===== config.mk =====
export PLATFORM = sky130hd
export DESIGN_NAME = cell_balance_controller
export DESIGN_NICKNAME = d
export VERILOG_FILES = /design/src/rtl/core/cbc_pkg.sv /design/src/rtl/core/cell_balance_controller.sv
export SDC_FILE = /design/constraint.sdc
export NUM_CORES = 2
export LEC_CHECK = 0
export BUFFER_PORTS_ARGS = -buffer_cell sky130_fd_sc_hd__buf_2
export CAP_MARGIN = 20
export CORE_UTILIZATION = 50
export CTS_CLUSTER_SIZE = 30
export DETAILED_ROUTE_END_ITERATION = 6
export PLACE_DENSITY = 0.68
export SYNTH_ARGS = -nofsm -noshare
export SYNTH_HDL_FRONTEND = slang
export SYNTH_SLANG_ARGS = --single-unit
export TNS_END_PERCENT = 50

===== constraint.sdc =====
create_clock -name clk -period 6.2 [get_ports clk]
set_clock_uncertainty 0.2 [all_clocks]
set_input_delay 0.62 -clock clk [delete_from_list [all_inputs] [get_ports clk]]
set_output_delay 0.62 -clock clk [all_outputs]
set_load 0.05 [all_outputs]

===== src/rtl/core/cbc_pkg.sv =====
`timescale 1ns / 1ps
// cbc_pkg: constants, codes and types of the cell balance controller.
// No dependencies.

package cbc_pkg;

    localparam int NUM_CELLS  = 16;
    localparam int CELL_IDX_W = (NUM_CELLS > 1) ? $clog2(NUM_CELLS) : 1;
    localparam int MASK_W     = 16;
    localparam int VOLT_W     = 16;
    localparam int TIME_W     = 32;
    localparam int FUNC_W     = 2;
    localparam int IN_IDX_W   = 4;
    localparam int CFG_IDX_W  = 2;
    localparam int CFG_DATA_W = 16;
    localparam int PHASE_W    = 2;

    typedef logic [FUNC_W-1:0]     func_t;
    typedef logic [CELL_IDX_W-1:0] cell_idx_t;
    typedef logic [VOLT_W-1:0]     volt_t;
    typedef logic [TIME_W-1:0]     time_t;

    localparam func_t FUNC_WRITE = 2'd0;
    localparam func_t FUNC_START = 2'd1;
    localparam func_t FUNC_STOP  = 2'd2;
    localparam func_t FUNC_TICK  = 2'd3;

    localparam logic [CFG_IDX_W-1:0] REG_START_FLOOR = 2'd0;
    localparam logic [CFG_IDX_W-1:0] REG_EXCESS_THR  = 2'd1;
    localparam logic [CFG_IDX_W-1:0] REG_TIME_FACTOR = 2'd2;
    localparam logic [CFG_IDX_W-1:0] REG_WAIT_CYCLES = 2'd3;

    localparam volt_t RST_START_FLOOR = 16'd3900;
    localparam volt_t RST_EXCESS_THR  = 16'd10;
    localparam volt_t RST_TIME_FACTOR = 16'd100;
    localparam volt_t RST_WAIT_CYCLES = 16'd1000;
    localparam volt_t RST_TARGET      = 16'hFFFF;

    localparam logic [PHASE_W-1:0] PHASE_LAST = 2'd2;

endpackage


===== src/rtl/core/cell_balance_controller.sv =====
`timescale 1ns / 1ps
// cell_balance_controller: passive cell balancer with a per-cell sequencer.
// Depends on cbc_pkg.
//
//  channel   | handshake                | payload
//  ----------+--------------------------+---------------------------------------------
//  input     | in_valid / in_ready      | func, cell_index, cell_voltage, lowest_voltage
//  result    | out_valid / out_ready    | enable_mask, mask_valid, any_enabled,
//            |                          | cycle_length, active, start_refused, times_fresh
//  config    | cfg_we                   | cfg_index, cfg_data
//
// Sequencing, with the output register free: an accepted start runs subtract, multiply
// and max per cell, then the sum; a refreshing tick visits one cell per cycle; other
// items go straight to the output state.
// A new item is taken while the previous result still waits in the output register.
// A stalled result holds the sequencer in its output state until that register frees.
// Reset clears all cell voltages and times; no clearing pass is needed.

module cell_balance_controller
(
    input  logic                               clk,
    input  logic                               rst_n,
    input  logic                               cfg_we,
    input  logic [cbc_pkg::CFG_IDX_W-1:0]      cfg_index,
    input  logic [cbc_pkg::CFG_DATA_W-1:0]     cfg_data,
    input  logic                               in_valid,
    output logic                               in_ready,
    input  logic [cbc_pkg::FUNC_W-1:0]         func,
    input  logic [cbc_pkg::IN_IDX_W-1:0]       cell_index,
    input  logic [cbc_pkg::VOLT_W-1:0]         cell_voltage,
    input  logic [cbc_pkg::VOLT_W-1:0]         lowest_voltage,
    output logic                               out_valid,
    input  logic                               out_ready,
    output logic [cbc_pkg::MASK_W-1:0]         enable_mask,
    output logic                               mask_valid,
    output logic                               any_enabled,
    output logic [cbc_pkg::TIME_W-1:0]         cycle_length,
    output logic                               active,
    output logic                               start_refused,
    output logic                               times_fresh
);
    import cbc_pkg::*;

    localparam logic [2:0] S_IDLE = 3'd0;
    localparam logic [2:0] S_EXC  = 3'd1;
    localparam logic [2:0] S_MUL  = 3'd2;
    localparam logic [2:0] S_MAX  = 3'd3;
    localparam logic [2:0] S_SUM  = 3'd4;
    localparam logic [2:0] S_TICK = 3'd5;
    localparam logic [2:0] S_OUT  = 3'd6;

    localparam cell_idx_t LAST_IDX = CELL_IDX_W'(NUM_CELLS - 1);

    logic [2:0]          state_reg;
    cell_idx_t           idx_reg;
    volt_t               floor_reg;
    volt_t               thr_reg;
    volt_t               factor_reg;
    volt_t               wait_reg;
    volt_t               volt_reg [NUM_CELLS];
    time_t               time_reg [NUM_CELLS];
    volt_t               target_reg;
    logic                bal_on_reg;
    logic [PHASE_W-1:0]  phase_reg;
    time_t               total_reg;
    logic                computed_reg;
    volt_t               exc_reg;
    logic                pass_reg;
    time_t               prod_reg;
    time_t               longest_reg;
    logic [MASK_W-1:0]   mask_reg;
    logic                valid_flag_reg;
    logic                refused_reg;

    logic                out_valid_reg;
    logic [MASK_W-1:0]   out_mask_reg;
    logic                out_mvalid_reg;
    logic                out_any_reg;
    time_t               out_total_reg;
    logic                out_active_reg;
    logic                out_refused_reg;
    logic                out_fresh_reg;

    logic                in_xfer;
    logic                out_free;
    logic                out_load;
    volt_t               cur_volt;
    time_t               cur_time;
    time_t               tick_time;
    logic [TIME_W:0]     sum_wide;
    cell_idx_t           wr_idx;
    logic                wr_in_range;

    assign in_ready    = (state_reg == S_IDLE);
    assign in_xfer     = in_valid && in_ready;
    assign out_free    = !out_valid_reg || out_ready;
    assign out_load    = (state_reg == S_OUT) && out_free;
    assign cur_volt    = volt_reg[idx_reg];
    assign cur_time    = time_reg[idx_reg];
    assign tick_time   = (cur_volt <= target_reg) ? '0 : cur_time;
    assign sum_wide    = {1'b0, longest_reg} + {{(TIME_W + 1 - VOLT_W){1'b0}}, wait_reg};
    assign wr_idx      = CELL_IDX_W'(cell_index);
    assign wr_in_range = (32'(cell_index) < NUM_CELLS);

    always_ff @(posedge clk or negedge rst_n)
    begin
        if (!rst_n)
        begin
            state_reg      <= S_IDLE;
            idx_reg        <= '0;
            floor_reg      <= RST_START_FLOOR;
            thr_reg        <= RST_EXCESS_THR;
            factor_reg     <= RST_TIME_FACTOR;
            wait_reg       <= RST_WAIT_CYCLES;
            for (int i = 0; i < NUM_CELLS; i++)
            begin
                volt_reg[i] <= '0;
                time_reg[i] <= '0;
            end
            target_reg     <= RST_TARGET;
            bal_on_reg     <= 1'b0;
            phase_reg      <= '0;
            total_reg      <= '0;
            computed_reg   <= 1'b0;
            exc_reg        <= '0;
            pass_reg       <= 1'b0;
            prod_reg       <= '0;
            longest_reg    <= '0;
            mask_reg       <= '0;
            valid_flag_reg <= 1'b0;
            refused_reg    <= 1'b0;
            out_valid_reg  <= 1'b0;
        end
        else
        begin
            if (cfg_we)
            begin
                unique case (cfg_index)
                    REG_START_FLOOR: floor_reg  <= cfg_data;
                    REG_EXCESS_THR:  thr_reg    <= cfg_data;
                    REG_TIME_FACTOR: factor_reg <= cfg_data;
                    REG_WAIT_CYCLES: wait_reg   <= cfg_data;
                    default: ;
                endcase
            end

            if (out_load)
            begin
                out_valid_reg <= 1'b1;
            end
            else if (out_ready)
            begin
                out_valid_reg <= 1'b0;
            end

            unique case (state_reg)
                S_IDLE:
                begin
                    if (in_xfer)
                    begin
                        mask_reg       <= '0;
                        valid_flag_reg <= 1'b0;
                        refused_reg    <= 1'b0;
                        idx_reg        <= '0;
                        longest_reg    <= '0;
                        state_reg      <= S_OUT;
                        unique case (func)
                            FUNC_WRITE:
                            begin
                                if (wr_in_range)
                                begin
                                    volt_reg[wr_idx] <= cell_voltage;
                                end
                            end
                            FUNC_START:
                            begin
                                if (lowest_voltage < floor_reg)
                                begin
                                    refused_reg <= 1'b1;
                                end
                                else
                                begin
                                    bal_on_reg <= 1'b1;
                                    target_reg <= lowest_voltage;
                                    state_reg  <= S_EXC;
                                end
                            end
                            FUNC_STOP:
                            begin
                                bal_on_reg <= 1'b0;
                            end
                            FUNC_TICK:
                            begin
                                if (phase_reg == '0)
                                begin
                                    valid_flag_reg <= 1'b1;
                                    state_reg      <= S_TICK;
                                end
                                phase_reg <= (phase_reg >= PHASE_LAST) ? '0 : phase_reg + 1'b1;
                            end
                            default: ;
                        endcase
                    end
                end
                S_EXC:
                begin
                    exc_reg   <= (cur_volt > target_reg) ? (cur_volt - target_reg) : '0;
                    pass_reg  <= (cur_volt > target_reg) && ((cur_volt - target_reg) > thr_reg);
                    state_reg <= S_MUL;
                end
                S_MUL:
                begin
                    prod_reg  <= pass_reg ? (TIME_W'(exc_reg) * TIME_W'(factor_reg)) : '0;
                    state_reg <= S_MAX;
                end
                S_MAX:
                begin
                    time_reg[idx_reg] <= prod_reg;
                    if (prod_reg > longest_reg)
                    begin
                        longest_reg <= prod_reg;
                    end
                    if (idx_reg == LAST_IDX)
                    begin
                        state_reg <= S_SUM;
                    end
                    else
                    begin
                        idx_reg   <= idx_reg + 1'b1;
                        state_reg <= S_EXC;
                    end
                end
                S_SUM:
                begin
                    total_reg    <= sum_wide[TIME_W] ? '1 : sum_wide[TIME_W-1:0];
                    computed_reg <= 1'b1;
                    state_reg    <= S_OUT;
                end
                S_TICK:
                begin
                    time_reg[idx_reg] <= tick_time;
                    if ((tick_time != '0) && (32'(idx_reg) < MASK_W))
                    begin
                        mask_reg <= mask_reg | (MASK_W'(1) << idx_reg);
                    end
                    if (idx_reg == LAST_IDX)
                    begin
                        state_reg <= S_OUT;
                    end
                    else
                    begin
                        idx_reg <= idx_reg + 1'b1;
                    end
                end
                S_OUT:
                begin
                    if (out_free)
                    begin
                        state_reg <= S_IDLE;
                    end
                end
                default:
                begin
                    state_reg <= S_IDLE;
                end
            endcase
        end
    end

    // result payload, loaded when the output slot takes a new transfer
    always_ff @(posedge clk)
    begin
        if (out_load)
        begin
            out_mask_reg    <= mask_reg;
            out_mvalid_reg  <= valid_flag_reg;
            out_any_reg     <= (mask_reg != '0);
            out_total_reg   <= total_reg;
            out_active_reg  <= bal_on_reg;
            out_refused_reg <= refused_reg;
            out_fresh_reg   <= computed_reg;
        end
    end

    assign out_valid     = out_valid_reg;
    assign enable_mask   = out_mask_reg;
    assign mask_valid    = out_mvalid_reg;
    assign any_enabled   = out_any_reg;
    assign cycle_length  = out_total_reg;
    assign active        = out_active_reg;
    assign start_refused = out_refused_reg;
    assign times_fresh   = out_fresh_reg;

`ifndef SYNTHESIS
    a_any_matches_mask: assert property (@(posedge clk) disable iff (!rst_n)
        out_valid |-> (any_enabled == (enable_mask != '0)))
        else $error("any_enabled disagrees with enable_mask");

    a_mask_only_on_refresh: assert property (@(posedge clk) disable iff (!rst_n)
        (out_valid && !mask_valid) |-> (enable_mask == '0))
        else $error("mask set on a step without refresh");

    a_phase_range: assert property (@(posedge clk) disable iff (!rst_n)
        phase_reg <= PHASE_LAST)
        else $error("tick phase out of range");

    a_start_turns_on: assert property (@(posedge clk) disable iff (!rst_n)
        (in_xfer && (func == FUNC_START) && (lowest_voltage >= floor_reg)) |=> bal_on_reg)
        else $error("accepted start did not turn balancing on");
`endif

endmodule


; ---- Word level (Yosys, flattened, before mapping)
; Index checks and enable logic that the tools add are counted.
[totals]
register_bits = 1044
in_bits = 61
output_inout_bits = 55
elab_cells = 175
[op_classes]
n_addsub = 4
mul = 1
order_cmp = 10
eq_ne = 20
n_shift = 1
n_mux = 44
bitwise = 4
reduce_logical = 33
[op_table]
columns = operator, count
row1 = 512-bit bitwise mux, 2
row2 = 512-bit case mux with 2 select lines, 1
row3 = 256-bit bitwise mux, 1
row4 = 32-bit two-way mux, 8
row5 = 32-bit binary-select mux with 4-bit select, 1
row6 = 32-bit demux with 4-bit select, 1
row7 = 16-bit two-way mux, 6
row8 = 16-bit binary-select mux with 4-bit select, 1
row9 = 16-bit demux with 4-bit select, 1
row10 = 32-bit case mux with 2 select lines, 1
row11 = 32-bit by 16-bit adder with 33-bit output, 1
row12 = 16-bit greater-than comparator, 2
row13 = 32-bit greater-than comparator, 1
row14 = 16-bit by 16-bit multiplier with 32-bit output, 1
row15 = 16-bit case mux with 2 select lines, 1
row16 = 32-bit nonzero test, 1
row17 = 3-bit case mux with 7 select lines, 1
row18 = 3-bit AND reduction, 6
row19 = 16-bit less-or-equal comparator, 1
row20 = 16-bit less-than comparator, 1
row21 = 16-bit bitwise OR, 1
row22 = 16-bit nonzero test, 1
row23 = "1-bit by 4-bit << shifter with 16-bit output, first input constant", 1
row24 = 16-bit subtractor, 1
row25 = other kinds (31), 74

; ---- Depth between registers and ports, before layout
[logic_depth]
word_depth = 9
ltp_mapped = 26
mapped_depth_nobuf = 22

; ---- Worst setup path before layout
; No wires, ideal clock.
[synth_path]
path_type = register -> register
from = register factor_reg[2]
to = register prod_reg[25]
arrival_ps = 5785
t_required_ps = 5879
setup_slack_ps = 94
path_stages_with_launch = 22
n_path_buf = 1
synth_period_minus_slack_ps = 6106
cell_sequence = dfstp_2 clkbuf_1 nand2_1 fa_1 inv_1 fa_1 ha_1 inv_1 fa_1 fa_1 inv_1 fa_1 ha_1 a21oi_1 nor3b_1 a21oi_1 o31ai_1 o21ai_0 a31oi_1 o21a_1 xnor2_1 a22o_1
[synth_between]
elab_chain_len = 2
[synth_lines]
columns = item, line_no
row1 = "start, declared", cell_balance_controller.sv:58  ; volt_t factor_reg;
row2 = "start signal, assigned", cell_balance_controller.sv:141  ; REG_TIME_FACTOR: factor_reg <= cfg_data;
row3 = 16-bit by 16-bit multiplier with 32-bit output, cell_balance_controller.sv:213  ; prod_reg <= pass_reg ? (TIME_W'(exc_reg) * TIME_W'(factor_reg)) : '0;
row4 = 32-bit two-way mux, cell_balance_controller.sv:213
row5 = "end signal, assigned", cell_balance_controller.sv:213
row6 = "end, declared", cell_balance_controller.sv:69  ; time_t prod_reg;
; No other way between the ends.
; A chain may end at the register's enable or synchronous reset.

; ---- Worst setup path in the final report
[layout_path]
from = register factor_reg[6]
to = register prod_reg[24]
; The elaborated chain is that of the path after synthesis.

==> impl_metrics.ini <==
[synth]
yosysWarningCount = 0
ys_top_cells_by_count = dfrtp_1 (956), nand2_1 (872), o21ai_0 (562)
synth-async-reset-ratio_pct = 94.92
syn_nets = 5372
synth_seq_cells = 1044
synth_cell_types = 63
yosys.area_share.simple_pct = 9.849
netlist_instances = 4910
synth_flop_cell = dfrtp_1
ys_seq_area_share_pct = 47.49
syn-cell-area_um2 = 55670
synth_top_family_by_area = multiplexers
synth_compound_area_share_pct = 8.723
syn_avg_cell_area_um2 = 11.34
synth_xor_area_share_pct = 0.8968
synth_fa_ha_area_share_pct = 11.66
synth.mux.area_fraction_pct = 16.84
synthMostInstantiatedCell = dfrtp_1
synthTopCellsByArea = dfrtp_1 (43%), mux4_2 (9.7%), fa_1 (7.0%)
synth-edff-count = 53
synth_largest_area_cell = dfrtp_1
synth_top_area_share_pct = 42.98

[timing]
hold_violations = 0
setup_viol_count_final = 0
tightest_slew_ns = 1.217
finalCriticalPeriod_ns = 6.053
period_share_pct = 97.62
setup_tns_ns = 0
setup_slack_ns = 0.1473
maxSlewViolCount = 0
fmax_mhz = 165.2
relSlewSlack_pct = 18.26

[placement]
dp_cells = 6363
dp_hpwl_um = 94620
gp_congestion = 0.9124
dp_slack_ns = -0.04431
port_buffers = 115

[routing]
dr.pass1.iters = 7
wl_per_cell_um = 21.74
vias = 37840
ant_nets = 0
drc = 2
vias_per_cell = 5.736
routed_wl_um = 143400
drtIter0Drc = 3069

[power]
vdd_drop_max_mv = 0.2792
seq_power_share_pct = 34.1
p_per_area_nw_per_um2 = 419.1
power_leakage_uw = 0.02878
clkPwrFrac_pct = 26.7
pwr-share-comb_pct = 39.2
p_sw_share_pct = 37.74
power.switching_uw = 9904
p_int_uw = 16340

[critical_path]
crit_fanout = 7
critPathKind = flop to flop
crit_path_max_incr_delay_ns = 0.61
endpoint_kind = flop
critical_path.most_common_cell = fa_1
startpoint_type = flop
arrival_ns = 6.41
path_cells = dlymetal6s2s_1, and2_1, fa_1, inv_1, fa_1, fa_1, fa_1, inv_1, fa_1, inv_1, fa_1, inv_1, ha_1, a21oi_1, o22ai_2, o2111ai_2, nand3_2, buf_4, a31oi_1, xor2_1, o21ai_0
crit_slowest_cell = dfstp_2
crit_required_ns = 6.56
ff2ff_setup_slack_ns = 0.15

[finish]
final-instance-count-excl-fill = 6596
multi_input_area_um2 = 26920
regArea_um2 = 26460
drive_gt1_share_pct = 22.39
nets = 5474
area.growth.synth_to_final_pct = 12.50
largest_reg_flops = 512
finish.utilization_pct = 56.67
nFillCells = 9134

[clocking]
clockRootBuffer = clkbuf_16
cts.sinks = 1044
cts_tree = built
numCtsBuffers = 109
path_clk_slew_ns = 0.06
clockBufferDepth = 3
ctsHtreeMaxLevel = 3
clock_latency_ns = 0.72

[floorplan]
ios = 116
die_area_um2 = 112700
start_util_pct = 50.37
coreArea_um2 = 110500
die_x_um = 335.7
die_height_um = 335.7
rows = 122

[grt]
grt_pass1_wl_um = 224400
antenna_found_initial = 16
grt_pass1_vias = 37700
grt_max_degree = 188
grt.overflow.total = 0
track_usage_pct = 26.04

[run]
cap_violations = 0

[worst_hold_path]
hp-class = primary input to flop

[status]
status = finished with violations
violations = design-rule violations
worst max-delay path, delay by kind of cell, from the launching register on:
kind                       cells  cell delay [ns]
and+or+nand+nor                2             0.33
adders and majority gates      7             3.12
AOI/OAI and AO/OA              5             0.91
DFF                            1             0.61
xor gates and xnor gates       1             0.16
buffers and inverters          6             0.60
area by class of cell:
type / count / share of cell area, %
multi-input cells: 3229 / 42.99
flip-flops and latches: 1044 / 42.26
clock buffers: 149 / 5.015
repair buffers: 302 / 3.608
well taps: 1488 / 2.973
inverters: 326 / 1.954
clock inverters: 55 / 1.193
diodes: 3 / 0.01199
stage by stage:
step | hold slack [ns] | total power (µW) | cell area, µm²
detailed placement | 0.2334 | 19150 | 58330
floorplan | 0.1244 | 15880 | 55670
global placement | 0.2314 | 18940 | 58310
global route | 0.02378 | 27850 | 62630
finish | 0.03205 | 26240 | 62630
CTS | 0.002320 | 26220 | 62340
what timing repair did:
action	CTS	global route
pin swaps	0	14
buffers inserted	0	12
hold endpoints to repair	63	0
hold buffers	12	0
setup endpoints to repair	5	15
resized for setup	1	33
logic make-up (layout without fill, tap and decap cells):
logic type,after synthesis,after routing
flops,1044,1044
simple gates,1291,1291
other cells,0,3
buf+inv,637,832
fa+ha+maj,401,401
compound gates,884,884
xor+xnor,57,57
mux,596,596
layer usage:
layer  track usage [%]  part of all wire [%]
met1             36.14                    43
met2             40.97                    47
met3             4.764                   6.8
met4             9.735                   3.5
met5                 0                 0.046
worst paths after layout:
path / start / endpoint / cells after the start
worst max-delay path: factor_reg[6]$_DFFE_PN1P_ / prod_reg[24]$_DFFE_PN0N_ / 21
worst min-delay path: lowest_voltage[6] / target_reg[6]$_DFFE_PN1P_ / 2
worst max register to register: factor_reg[6]$_DFFE_PN1P_ / prod_reg[24]$_DFFE_PN0N_ / 21
worst min register to register: total_reg[19]$_DFFE_PN0P_ / cycle_length[19]$_DFFE_PP_ / 0
max in group asynchronous: rst_n / time_reg[374]$_DFFE_PN0P_ / 3
min in group asynchronous: rst_n / factor_reg[12]$_DFFE_PN0P_ / 2
power groups by stage:
| stage | logic [µW] | registers [µW] | clock network [µW] |
|---|---|---|---|
| after floorplan | 7160 | 8720 | 0 |
| after global placement | 9940 | 9000 | 0 |
| after detailed placement | 10100 | 9040 | 0 |
| after CTS | 10200 | 8930 | 7110 |
| after global routing | 11400 | 9070 | 7380 |
| final | 10300 | 8940 | 7010 |
layout by cell type (no fill, tap or decap), types with 28 or more instances in the layout:
master / netlist / routed
a21o_1: 45 / 45
a21oi_1: 145 / 141
and2_1: 121 / 121
buf_2: 42 / 114
buf_4: 4 / 153
clkbuf_16: 0 / 111
dfrtp_1: 956 / 943
dfstp_2: 35 / 34
edfxtp_1: 53 / 53
fa_1: 196 / 196
ha_1: 205 / 204
inv_1: 326 / 325
mux2_2: 322 / 322
mux2i_1: 34 / 34
mux4_2: 240 / 240
nand2_1: 872 / 856
nand3_1: 29 / 28
nor2_1: 151 / 139
o21ai_0: 562 / 561
o21ai_1: 29 / 28
xnor2_1: 35 / 35
No activity file was read; power rests on OpenSTA's default activity.
